## config.mk

```make
export PLATFORM = sky130hd
export DESIGN_NAME = first_fit_block_allocator
export DESIGN_NICKNAME = d
export VERILOG_FILES = /design/src/rtl/ffba_pkg.sv /design/src/rtl/ffba_table.sv /design/src/rtl/ffba_unit.sv /design/src/rtl/first_fit_block_allocator.sv
export SDC_FILE = /design/constraint.sdc
export NUM_CORES = 2
export LEC_CHECK = 0
export ABC_CLOCK_PERIOD_IN_PS = 5390
export BUFFER_PORTS_ARGS = -buffer_cell sky130_fd_sc_hd__buf_4
export CAP_MARGIN = 0
export CORE_MARGIN = 5
export CORE_UTILIZATION = 59
export CTS_BUF_LIST = sky130_fd_sc_hd__clkbuf_4
export DETAILED_ROUTE_END_ITERATION = 16
export GPL_TIMING_DRIVEN = 0
export PLACE_DENSITY = 0.82
export SETUP_SLACK_MARGIN = 0.5
export SKIP_LAST_GASP = 1
export SLEW_MARGIN = 40
export SYNTH_ARGS = -nofsm -noshare
export SYNTH_HDL_FRONTEND = slang
export SYNTH_SLANG_ARGS = --single-unit
```

## constraint.sdc

```tcl
create_clock -name clk -period 5.39 [get_ports clk]
set_clock_uncertainty 0.15 [all_clocks]
set_input_delay 0.2695 -clock clk [delete_from_list [all_inputs] [get_ports clk]]
set_output_delay 0.2695 -clock clk [all_outputs]
set_load 0.1 [all_outputs]
```

## src/rtl/ffba_pkg.sv

```systemverilog
`default_nettype none

package ffba_pkg;

    // Table geometry
    localparam int MAX_BLOCKS = 64;
    localparam int SIZE_BITS  = 16;
    localparam int IDX_W      = (MAX_BLOCKS > 1) ? $clog2(MAX_BLOCKS) : 1;
    localparam int CNT_W      = $clog2(MAX_BLOCKS + 1);
    localparam int ACC_W      = SIZE_BITS + CNT_W;

    // Port field widths
    localparam int SIZE_IN_W  = 16;
    localparam int INDEX_W    = 6;
    localparam int REM_W      = 16;
    localparam int FRAG_W     = 22;

    // Item kinds
    typedef enum logic [1:0] {
        K_CLEAR  = 2'd0,
        K_LOAD   = 2'd1,
        K_ALLOC  = 2'd2,
        K_REPORT = 2'd3
    } kind_t;

    // Sequencer states
    typedef enum logic [1:0] {
        S_IDLE,
        S_SCAN,
        S_DONE
    } state_t;

    // Sequencer to shared unit
    typedef struct packed {
        logic clr;
        logic acc;
    } unit_ctrl_t;

    // Shared unit to sequencer
    typedef struct packed {
        logic                 fits;
        logic [SIZE_BITS-1:0] diff;
        logic [ACC_W-1:0]     internal_sum;
        logic [ACC_W-1:0]     untouched_sum;
    } unit_stat_t;

endpackage

`default_nettype wire

```

## src/rtl/ffba_table.sv

```systemverilog
`default_nettype none

module ffba_table
    import ffba_pkg::*;
(
    input  wire logic                 clk,
    input  wire logic                 wr_orig,
    input  wire logic                 wr_rem,
    input  wire logic [IDX_W-1:0]     wr_addr,
    input  wire logic [SIZE_BITS-1:0] wr_orig_data,
    input  wire logic [SIZE_BITS-1:0] wr_rem_data,
    input  wire logic [IDX_W-1:0]     rd_addr,
    output logic      [SIZE_BITS-1:0] rd_orig,
    output logic      [SIZE_BITS-1:0] rd_rem
);

    logic [SIZE_BITS-1:0] orig_mem [MAX_BLOCKS];
    logic [SIZE_BITS-1:0] rem_mem  [MAX_BLOCKS];

    // Loaded sizes: written on load only
    always_ff @(posedge clk)
    begin
        if (wr_orig)
        begin
            orig_mem[wr_addr] <= wr_orig_data;
        end
        rd_orig <= orig_mem[rd_addr];
    end

    // Remaining sizes: written on load and on a placed request
    always_ff @(posedge clk)
    begin
        if (wr_rem)
        begin
            rem_mem[wr_addr] <= wr_rem_data;
        end
        rd_rem <= rem_mem[rd_addr];
    end

endmodule

`default_nettype wire

```

## src/rtl/ffba_unit.sv

```systemverilog
`default_nettype none

module ffba_unit
    import ffba_pkg::*;
(
    input  wire logic                 clk,
    input  wire unit_ctrl_t           ctrl,
    input  wire logic [SIZE_BITS-1:0] req_size,
    input  wire logic [SIZE_BITS-1:0] rd_orig,
    input  wire logic [SIZE_BITS-1:0] rd_rem,
    output unit_stat_t                stat
);

    logic [ACC_W-1:0] internal_reg;
    logic [ACC_W-1:0] untouched_reg;

    // Fit check and subtract on the entry being scanned
    always_comb
    begin
        stat.fits          = (req_size <= rd_rem);
        stat.diff          = rd_rem - req_size;
        stat.internal_sum  = internal_reg;
        stat.untouched_sum = untouched_reg;
    end

    // Fragmentation accumulators
    always_ff @(posedge clk)
    begin
        if (ctrl.clr)
        begin
            internal_reg  <= '0;
            untouched_reg <= '0;
        end
        else if (ctrl.acc)
        begin
            if (rd_rem != rd_orig)
            begin
                internal_reg <= internal_reg + ACC_W'(rd_rem);
            end
            else
            begin
                untouched_reg <= untouched_reg + ACC_W'(rd_rem);
            end
        end
    end

endmodule

`default_nettype wire

```

## src/rtl/first_fit_block_allocator.sv

```systemverilog
`default_nettype none

// Channel  Handshake             Payload
// input    in_valid / in_stall   kind, size_value
// output   out_valid / out_stall result_kind, placed, block_index, remaining_after,
//                                table_full_error, internal_frag, external_frag
//
// Clear and load go from accept to the done state and then to the output
// register. Allocate and report scan k entries on the way, k at most the
// block count: one table entry per cycle through a single memory read port.
// Reset empties the table; entries are defined only once loaded.
// A new item is taken while the last result waits; its result is held
// until the output register frees up.

module first_fit_block_allocator
    import ffba_pkg::*;
(
    input  wire logic                 clk,
    input  wire logic                 rst_n,
    input  wire logic                 in_valid,
    output logic                      in_stall,
    input  wire logic [1:0]           kind,
    input  wire logic [SIZE_IN_W-1:0] size_value,
    output logic                      out_valid,
    input  wire logic                 out_stall,
    output logic      [1:0]           result_kind,
    output logic                      placed,
    output logic      [INDEX_W-1:0]   block_index,
    output logic      [REM_W-1:0]     remaining_after,
    output logic                      table_full_error,
    output logic      [FRAG_W-1:0]    internal_frag,
    output logic      [FRAG_W-1:0]    external_frag
);

    state_t               state_reg, state_next;
    kind_t                kind_reg, kind_next;
    logic [SIZE_BITS-1:0] sz_reg, sz_next;
    logic [IDX_W-1:0]     idx_reg, idx_next;
    logic [CNT_W-1:0]     count_reg, count_next;
    logic                 any_reg, any_next;
    logic [SIZE_BITS-1:0] min_reg, min_next;

    logic                 res_placed_reg, res_placed_next;
    logic [INDEX_W-1:0]   res_idx_reg, res_idx_next;
    logic [REM_W-1:0]     res_rem_reg, res_rem_next;
    logic                 res_err_reg, res_err_next;

    logic                 out_valid_reg, out_valid_next;
    logic [1:0]           out_kind_reg, out_kind_next;
    logic                 out_placed_reg, out_placed_next;
    logic [INDEX_W-1:0]   out_idx_reg, out_idx_next;
    logic [REM_W-1:0]     out_rem_reg, out_rem_next;
    logic                 out_err_reg, out_err_next;
    logic [FRAG_W-1:0]    out_int_reg, out_int_next;
    logic [FRAG_W-1:0]    out_ext_reg, out_ext_next;

    logic                 in_accept;
    kind_t                kind_in;
    logic [SIZE_BITS-1:0] sz_in;
    logic [CNT_W-1:0]     idx_inc;
    logic                 last;
    logic                 full;
    logic                 ext_hit;

    logic                 wr_orig;
    logic                 wr_rem;
    logic [IDX_W-1:0]     wr_addr;
    logic [SIZE_BITS-1:0] wr_rem_data;
    logic [IDX_W-1:0]     rd_addr;
    logic [SIZE_BITS-1:0] rd_orig;
    logic [SIZE_BITS-1:0] rd_rem;
    unit_ctrl_t           ctrl;
    unit_stat_t           stat;

    ffba_table u_table (
        .clk          (clk),
        .wr_orig      (wr_orig),
        .wr_rem       (wr_rem),
        .wr_addr      (wr_addr),
        .wr_orig_data (sz_in),
        .wr_rem_data  (wr_rem_data),
        .rd_addr      (rd_addr),
        .rd_orig      (rd_orig),
        .rd_rem       (rd_rem)
    );

    ffba_unit u_unit (
        .clk      (clk),
        .ctrl     (ctrl),
        .req_size (sz_reg),
        .rd_orig  (rd_orig),
        .rd_rem   (rd_rem),
        .stat     (stat)
    );

    // Handshake and helpers
    assign in_stall  = (state_reg != S_IDLE);
    assign in_accept = in_valid && !in_stall;
    assign kind_in   = kind_t'(kind);
    assign sz_in     = SIZE_BITS'(size_value);
    assign idx_inc   = CNT_W'(idx_reg) + CNT_W'(1);
    assign last      = (idx_inc == count_reg);
    assign full      = (count_reg == CNT_W'(MAX_BLOCKS));
    assign ext_hit   = any_reg && (ACC_W'(min_reg) <= stat.untouched_sum);

    // Sequencer: next state and datapath control
    always_comb
    begin
        state_next      = state_reg;
        kind_next       = kind_reg;
        sz_next         = sz_reg;
        idx_next        = idx_reg;
        count_next      = count_reg;
        any_next        = any_reg;
        min_next        = min_reg;
        res_placed_next = res_placed_reg;
        res_idx_next    = res_idx_reg;
        res_rem_next    = res_rem_reg;
        res_err_next    = res_err_reg;
        out_valid_next  = out_valid_reg && out_stall;
        out_kind_next   = out_kind_reg;
        out_placed_next = out_placed_reg;
        out_idx_next    = out_idx_reg;
        out_rem_next    = out_rem_reg;
        out_err_next    = out_err_reg;
        out_int_next    = out_int_reg;
        out_ext_next    = out_ext_reg;
        ctrl            = '0;
        wr_orig         = 1'b0;
        wr_rem          = 1'b0;
        wr_addr         = count_reg[IDX_W-1:0];
        wr_rem_data     = sz_in;
        rd_addr         = idx_inc[IDX_W-1:0];

        unique case (state_reg)
            S_IDLE:
            begin
                rd_addr = '0;
                if (in_accept)
                begin
                    kind_next       = kind_in;
                    sz_next         = sz_in;
                    idx_next        = '0;
                    res_placed_next = 1'b0;
                    res_idx_next    = '0;
                    res_rem_next    = '0;
                    res_err_next    = 1'b0;
                    ctrl.clr        = 1'b1;
                    state_next      = S_DONE;
                    unique case (kind_in)
                        K_CLEAR:
                        begin
                            count_next = '0;
                            any_next   = 1'b0;
                            min_next   = '1;
                        end
                        K_LOAD:
                        begin
                            if (full)
                            begin
                                res_err_next = 1'b1;
                            end
                            else
                            begin
                                wr_orig      = 1'b1;
                                wr_rem       = 1'b1;
                                res_idx_next = INDEX_W'(count_reg);
                                count_next   = count_reg + CNT_W'(1);
                            end
                        end
                        K_ALLOC:
                        begin
                            if (count_reg == '0)
                            begin
                                // nothing to scan: record as unplaced
                                if (!any_reg || (sz_in < min_reg))
                                begin
                                    min_next = sz_in;
                                end
                                any_next = 1'b1;
                            end
                            else
                            begin
                                state_next = S_SCAN;
                            end
                        end
                        K_REPORT:
                        begin
                            if (count_reg != '0)
                            begin
                                state_next = S_SCAN;
                            end
                        end
                    endcase
                end
            end

            S_SCAN:
            begin
                unique case (kind_reg)
                    K_ALLOC:
                    begin
                        if (stat.fits)
                        begin
                            wr_rem          = 1'b1;
                            wr_addr         = idx_reg;
                            wr_rem_data     = stat.diff;
                            res_placed_next = 1'b1;
                            res_idx_next    = INDEX_W'(idx_reg);
                            res_rem_next    = REM_W'(stat.diff);
                            state_next      = S_DONE;
                        end
                        else if (last)
                        begin
                            if (!any_reg || (sz_reg < min_reg))
                            begin
                                min_next = sz_reg;
                            end
                            any_next   = 1'b1;
                            state_next = S_DONE;
                        end
                        else
                        begin
                            idx_next = idx_inc[IDX_W-1:0];
                        end
                    end
                    K_REPORT:
                    begin
                        ctrl.acc = 1'b1;
                        if (last)
                        begin
                            state_next = S_DONE;
                        end
                        else
                        begin
                            idx_next = idx_inc[IDX_W-1:0];
                        end
                    end
                    K_CLEAR, K_LOAD:
                    begin
                        state_next = S_DONE;
                    end
                endcase
            end

            S_DONE:
            begin
                // hand the result over once the output register is free
                if (!out_valid_reg || !out_stall)
                begin
                    out_valid_next  = 1'b1;
                    out_kind_next   = kind_reg;
                    out_placed_next = res_placed_reg;
                    out_idx_next    = res_idx_reg;
                    out_rem_next    = res_rem_reg;
                    out_err_next    = res_err_reg;
                    out_int_next    = '0;
                    out_ext_next    = '0;
                    if (kind_reg == K_REPORT)
                    begin
                        out_int_next = FRAG_W'(stat.internal_sum);
                        if (ext_hit)
                        begin
                            out_ext_next = FRAG_W'(stat.untouched_sum);
                        end
                    end
                    state_next = S_IDLE;
                end
            end

            default:
            begin
                state_next = S_IDLE;
            end
        endcase
    end

    // Control registers
    always_ff @(posedge clk or negedge rst_n)
    begin
        if (!rst_n)
        begin
            state_reg     <= S_IDLE;
            count_reg     <= '0;
            any_reg       <= 1'b0;
            min_reg       <= '1;
            out_valid_reg <= 1'b0;
        end
        else
        begin
            state_reg     <= state_next;
            count_reg     <= count_next;
            any_reg       <= any_next;
            min_reg       <= min_next;
            out_valid_reg <= out_valid_next;
        end
    end

    // Payload registers
    always_ff @(posedge clk)
    begin
        kind_reg       <= kind_next;
        sz_reg         <= sz_next;
        idx_reg        <= idx_next;
        res_placed_reg <= res_placed_next;
        res_idx_reg    <= res_idx_next;
        res_rem_reg    <= res_rem_next;
        res_err_reg    <= res_err_next;
        out_kind_reg   <= out_kind_next;
        out_placed_reg <= out_placed_next;
        out_idx_reg    <= out_idx_next;
        out_rem_reg    <= out_rem_next;
        out_err_reg    <= out_err_next;
        out_int_reg    <= out_int_next;
        out_ext_reg    <= out_ext_next;
    end

    // Outputs
    assign out_valid        = out_valid_reg;
    assign result_kind      = out_kind_reg;
    assign placed           = out_placed_reg;
    assign block_index      = out_idx_reg;
    assign remaining_after  = out_rem_reg;
    assign table_full_error = out_err_reg;
    assign internal_frag    = out_int_reg;
    assign external_frag    = out_ext_reg;

    // Checks
    a_count_bound: assert property (@(posedge clk) disable iff (!rst_n)
        count_reg <= CNT_W'(MAX_BLOCKS))
        else $error("block count above table size");

    a_scan_in_table: assert property (@(posedge clk) disable iff (!rst_n)
        (state_reg == S_SCAN) |-> (CNT_W'(idx_reg) < count_reg))
        else $error("scan index beyond loaded blocks");

    a_placed_alloc: assert property (@(posedge clk) disable iff (!rst_n)
        (out_valid && placed) |-> (result_kind == K_ALLOC))
        else $error("placed flag on a non-allocate result");

    a_scan_no_accept: assert property (@(posedge clk) disable iff (!rst_n)
        (state_reg == S_SCAN) |=> (state_reg == S_SCAN) || (state_reg == S_DONE))
        else $error("scan left without passing through done");

endmodule

`default_nettype wire
```

-- Word-level counts from Yosys, hierarchy flattened
Memories as Yosys holds them, arrays and structs flattened. A register that Yosys moved wholly into a read port is not among the register bits.
Index checks and enable logic that the tools add are counted.
- add/sub/neg operators: 5
- $lt $le $gt $ge: 4
- eq/ne operators: 24
- mux-type cells: 71
- bitwise operators: 1
- reduce and logical (&&, ||, !) cells: 30
- operators with widths (kind ; count):
    16-bit two-way mux ; 13
    16-bit case mux with 2 select lines ; 3
    6-bit two-way mux ; 12
    23-bit by 16-bit adder with 23-bit output ; 2
    6-bit case mux with 2 select lines ; 3
    16-bit < comparator ; 2
    1-bit two-way mux ; 25
    16-bit by 23-bit <= comparator with 1-bit output ; 1
    16-bit <= comparator ; 1
    16-bit != test ; 1
    16-bit subtractor ; 1
    2-bit != test, second input constant ; 7
    7-bit case mux with 2 select lines ; 1
    2-bit two-way mux ; 6
    2-bit case mux with 3 select lines ; 2
    2-bit AND reduction ; 6
    4-bit AND reduction ; 3
    2-bit equality test, second input constant ; 5
    3-bit != test, second input constant ; 3
    9-bit AND reduction ; 1
    1-bit case mux with 2 select lines ; 4
    6-bit by 1-bit adder with 7-bit output, second input constant ; 1
    7-bit by 1-bit adder with 7-bit output, second input constant ; 1
    7-bit equality test ; 1
    17 further kinds ; 30
- flip-flop bits (word level): 191
- memory bits (writable): 2048
- bits of input ports: 22
- output and inout port bits: 72
- memories kept: 2
- memories (memory ; words ; width ; rd ports ; clocked after memory_dff ; write ports ; line ; source):
    u_table.orig_mem ; 64 ; 16 ; 1 ; 1 ; 1 ; ffba_table.sv:17 ; logic [SIZE_BITS-1:0] orig_mem [MAX_BLOCKS];
    u_table.rem_mem ; 64 ; 16 ; 1 ; 1 ; 1 ; ffba_table.sv:18 ; logic [SIZE_BITS-1:0] rem_mem [MAX_BLOCKS];

-- Longest topological paths before layout
- depth in word-level cells: 7
- mapped depth: 13
- depth with buffers taken out: 11

-- By module
From an unflattened synthesis, not the netlist that was laid out.
- cell total of the unflattened synthesis: 4525
- area, all modules: 90449.2 um2
- modules (own cells, without submodules) (module ; instances ; cells an instance ; area each (um2) ; sequential area each (um2)):
    ffba_table ; 1 ; 3414 ; 78939.5 ; 62139.6
    first_fit_block_allocator ; 1 ; 552 ; 7123.1 ; 4239.1
    ffba_unit ; 1 ; 559 ; 4386.7 ; 920.9

-- Least setup slack after synthesis
No wires, ideal clock.
- path kind: reg2reg
- start: register sz_reg[0]
- end: memory u_table.rem_mem[0][13], data pin
- setup time: 0.702 ns
- arrival time: 4.563 ns
- required time: 4.538 ns
- slack: -0.025 ns
- stages on the path, launching flop included: 10
- buffers on the path: 2
- path through: edfxtp_1 ha_1 fa_1 nor2b_1 o21a_1 o311a_1 o31ai_4 clkbuf_1 clkbuf_1 o21ai_0
- cells in the longest elaborated chain, start to end: 4
- elaborated cells on any way between the ends: 5
- classes of those cells: 1 x add/sub; 1 x order compare; 3 x mux
- RTL lines (what ; line ; source):
    from (decl) ; first_fit_block_allocator.sv:37 ; logic [SIZE_BITS-1:0] sz_reg, sz_next;
    from (signal assigned) ; first_fit_block_allocator.sv:303 ; sz_reg <= sz_next;
    16-bit subtractor / 16-bit <= comparator (equally long branches) ; ffba_unit.sv:21, ffba_unit.sv:20 ;
    16-bit two-way mux (*) ; first_fit_block_allocator.sv:203 ; if (stat.fits)
    16-bit two-way mux (*) ; first_fit_block_allocator.sv:200 ; unique case (kind_reg)
    16-bit two-way mux (*) ; first_fit_block_allocator.sv:135 ; unique case (state_reg)
    via u_table.wr_rem_data[13] ; ffba_table.sv:11 ; input wire logic [SIZE_BITS-1:0] wr_rem_data,
    to (decl) ; ffba_table.sv:18 ;
Mark *: on every way through the listed nets, which the timed path passes. The rest lies on a longest branch.

-- Worst setup path after layout
- start: register idx_reg[1]
- end: register u_table.rd_rem[15] (read register of u_table.rem_mem)
- cells in the longest elaborated chain, start to end: 2
- RTL lines (what ; line ; source):
    from (decl) ; first_fit_block_allocator.sv:38 ; logic [IDX_W-1:0] idx_reg, idx_next;
    from (signal assigned) ; first_fit_block_allocator.sv:304 ; idx_reg <= idx_next;
    6-bit by 1-bit adder with 7-bit output ; first_fit_block_allocator.sv:101 ; assign idx_inc = CNT_W'(idx_reg) + CNT_W'(1);
    6-bit two-way mux ; first_fit_block_allocator.sv:135 ;
    to (decl) ; ffba_table.sv:14 ; output logic [SIZE_BITS-1:0] rd_rem
Every way passes these cells.
A chain may end at the register's enable or synchronous reset.

==> run_results.csv <==
group,metric,value,unit
outcome,status,"finished clean",
grt,grt_max_degree,67,
worst_setup_path,worstPathMaxFanout,10,
yosys,syn_avg_cell_area,16.3,um^2
power,powerDensity,527,nW/um^2
sta,worst_slack,0.297,ns
yosys,ys_seq_elements,2270,
clock_network,htree_num_levels,6,
worst_setup_path,path_class,"reg -> reg",
sta,tightestPinTransition,0.980,ns
power,ir_worst_vdd,0.000323,V
placement,dpl-instance-area,99500,um^2
clock_network,cts_root_buf,"clkbuf_4",
placement,place_ws,-0.460,ns
grt,grt_pass1_vias,60600,
sta,min_period,5.09,ns
clock_network,cts_buffers,579,
floorplan,die_x,404,um
grt,antenna_found_initial,25,
worst_setup_path,cp_cell_sequence,"ha_1 -> clkbuf_1 -> o21a_1 -> nand2_1 -> clkbuf_2 -> clkbuf_1 -> o22ai_1 -> a211oi_1 -> nor3_1 -> o21ai_0 -> nand3_1 -> nand2_1",
sta,fin_setup_tns,0,ns
yosys,synthCells,5630,
yosys,async_flop_share,0.0119,
worst_setup_path,critPathMaxStageDelay,0.86,ns
worst_setup_path,timing.rr.start,"idx_reg[1]",
yosys,seq_area_frac_synth,0.733,
placement,globalplace.congestion,1.11,
clock_network,cts_tree,"done",
placement,dp_hpwl,217000,um
grt,grt-ovfl-total,0,
worst_setup_path,critical_path_required,6.50,ns
drt,vias_per_cell,6.97,
sta,setup_viol,0,
drt,drc,0,
worst_setup_path,start_kind,"flop",
drt,drt_wl_total,328000,um
worst_setup_path,critical-path-slowest-cell,"o22ai_1",
sta,slew_viol_final,0,
floorplan,rows,144,
yosys,synth_area,91700,um^2
yosys,post-synth-top-area-fraction,0.709,
floorplan,pin_count,94,
sta,fmaxAchievable,0.196,GHz
sta,finalCritPeriodShare,0.945,
floorplan,die-area,163000,um^2
clock_network,clock_path_buffers,4,
layout,stdcell_area,108000,um^2
yosys,syn_nets,5752,
flow_run,cap_violations,0,
placement,dp.cells,7923,
yosys,yosysWarnings,0,
worst_setup_path,crit_start,"idx_reg[1]",
clock_network,clk_latency,1.40,ns
worst_hold_path,hold_start,"kind[1]",
worst_setup_path,cp_data_arrival_time,6.20,ns
floorplan,coreArea,154000,um^2
grt,track_usage,0.398,
drt,via_count,63000,
power,power_leakage,36.1,nW
layout,area_delta_synth_final,18.2,%
sta,slew_headroom,0.328,
drt,drt_iter0_drc,10900,
drt,antenna_left,0,
grt,grt_pass1_wl,450000,um
yosys,yosysTopAreaCell,"edfxtp_1",
yosys,ys_dominant_reg_cell,"edfxtp_1",
sta,finalHoldViolations,0,
worst_setup_path,endpoint_kind,"flop",
clock_network,cts.reportedPaths.clkPinSlew,0.07,ns
yosys,synth.most_common_cell,"edfxtp_1",
floorplan,initial_core_util,0.594,
layout,drive_above_1_share,0.258,
placement,portBuffers,93,
power,p_total,57.2,mW
layout,final_cells,9037,
worst_hold_path,min_path_type,"in -> reg",
drt,first_pass_iters,8,
yosys,synth_common_cells,"edfxtp_1 (2,166), nor2_1 (434), a21oi_1 (321), clkbuf_1 (290), a211oi_1 (279)",
layout,final_nets,6678,
clock_network,clock_sinks,2270,
yosys,synth.distinct_cells,78,
sta,rsz0062_at_grt,"yes",
yosys,synth-edff-count,2166,
drt,wire_per_inst,36.3,um
floorplan,die_h,404,um
yosys,synth_area_leaders,"edfxtp_1 (71%), mux4_2 (5.5%), mux2i_1 (2.3%), a211oi_1 (2.3%), nor2_1 (1.8%)",
## layout by cell type, fill, tap and decap left out, types with 100 or more instances in the layout
master,count
clkinv_1,110
clkbuf_4,838
clkbuf_1,222
a21oi_1,318
a211oi_1,275
buf_4,105
nor2_1,302
nor2_4,130
mux4_2,226
o2111ai_1,100
o221ai_1,185
edfxtp_1,2166
mux2i_1,181
nand2_1,181
and2_1,215
## where the power goes
part	switching, mW	internal [mW]	total (mW)
registers	0.710	20.1	20.8
logic	15.7	6.02	21.7
clock network	7.16	7.49	14.7
total	23.5	33.6	57.2
## repair_timing
action,CTS,global route
pin swaps,25,0
setup endpoints to repair,2443,284
endpoints found under the hold margin,2323,0
hold buffers,60,0
resized for setup,42,60
buffers inserted,31,1
## kinds of logic (layout without fill, tap and decap cells)
logic type      count (synthesis)  count (layout)  share of synthesized area
compound gates               1215            1215                     0.0921
xor+xnor                       69              69                    0.00667
fa+ha+maj                     100             100                     0.0139
buf+inv                       446            1781                     0.0190
flops                        2270            2270                      0.733
mux                           440             440                     0.0789
other cells                     0              28                          0
simple gates                 1090            1090                     0.0562
## through the flow
step           hold WS [ns]   util
3_5_place_dp         0.0933  0.644
6_report              0.186  0.702
2_1_floorplan        -0.176      -
3_3_place_gp         0.0823  0.615
5_1_grt               0.154  0.702
4_1_cts              0.0521  0.700
## layer usage
layer  vias up  global-route usage  wire, um
met1     30500               0.486    103000
met3      1334               0.172     54600
met5         -                   0        98
li1      24800                   -         -
met4        14               0.280     29000
met2      6378               0.574    141000
## worst max-delay path, delay by kind of cell (launching register included)
kind	cells	cell delay, ns
buf+inv	3	1.44
simple gates	4	0.83
fa+ha+maj	1	0.35
flops	1	0.56
compound gates	4	1.60
## worst paths after layout
path	end	slack [ns]	cells after the start
min	kind_reg[1]	0.19	3
min in group asynchronous	state_reg[0]	0.32	5
max	u_table.rd_rem[15]	0.30	12
max reg2reg	u_table.rd_rem[15]	0.30	12
min reg2reg	block_index[0]	0.27	0
max in group asynchronous	min_reg[9]	4.43	5
## layout make-up
type | instances | area, um^2
Antenna cell | 28 | 70.1
Buffer | 376 | 1620
Clock buffer | 827 | 6210
Clock inverter | 163 | 891
Fill cell | 9470 | 46000
Inverter | 70 | 263
Multi-Input combinational cell | 2914 | 24300
Sequential cell | 2270 | 67300
Tap cell | 2044 | 2560
Timing Repair Buffer | 345 | 5250
No activity file was read; power rests on OpenSTA's default activity.
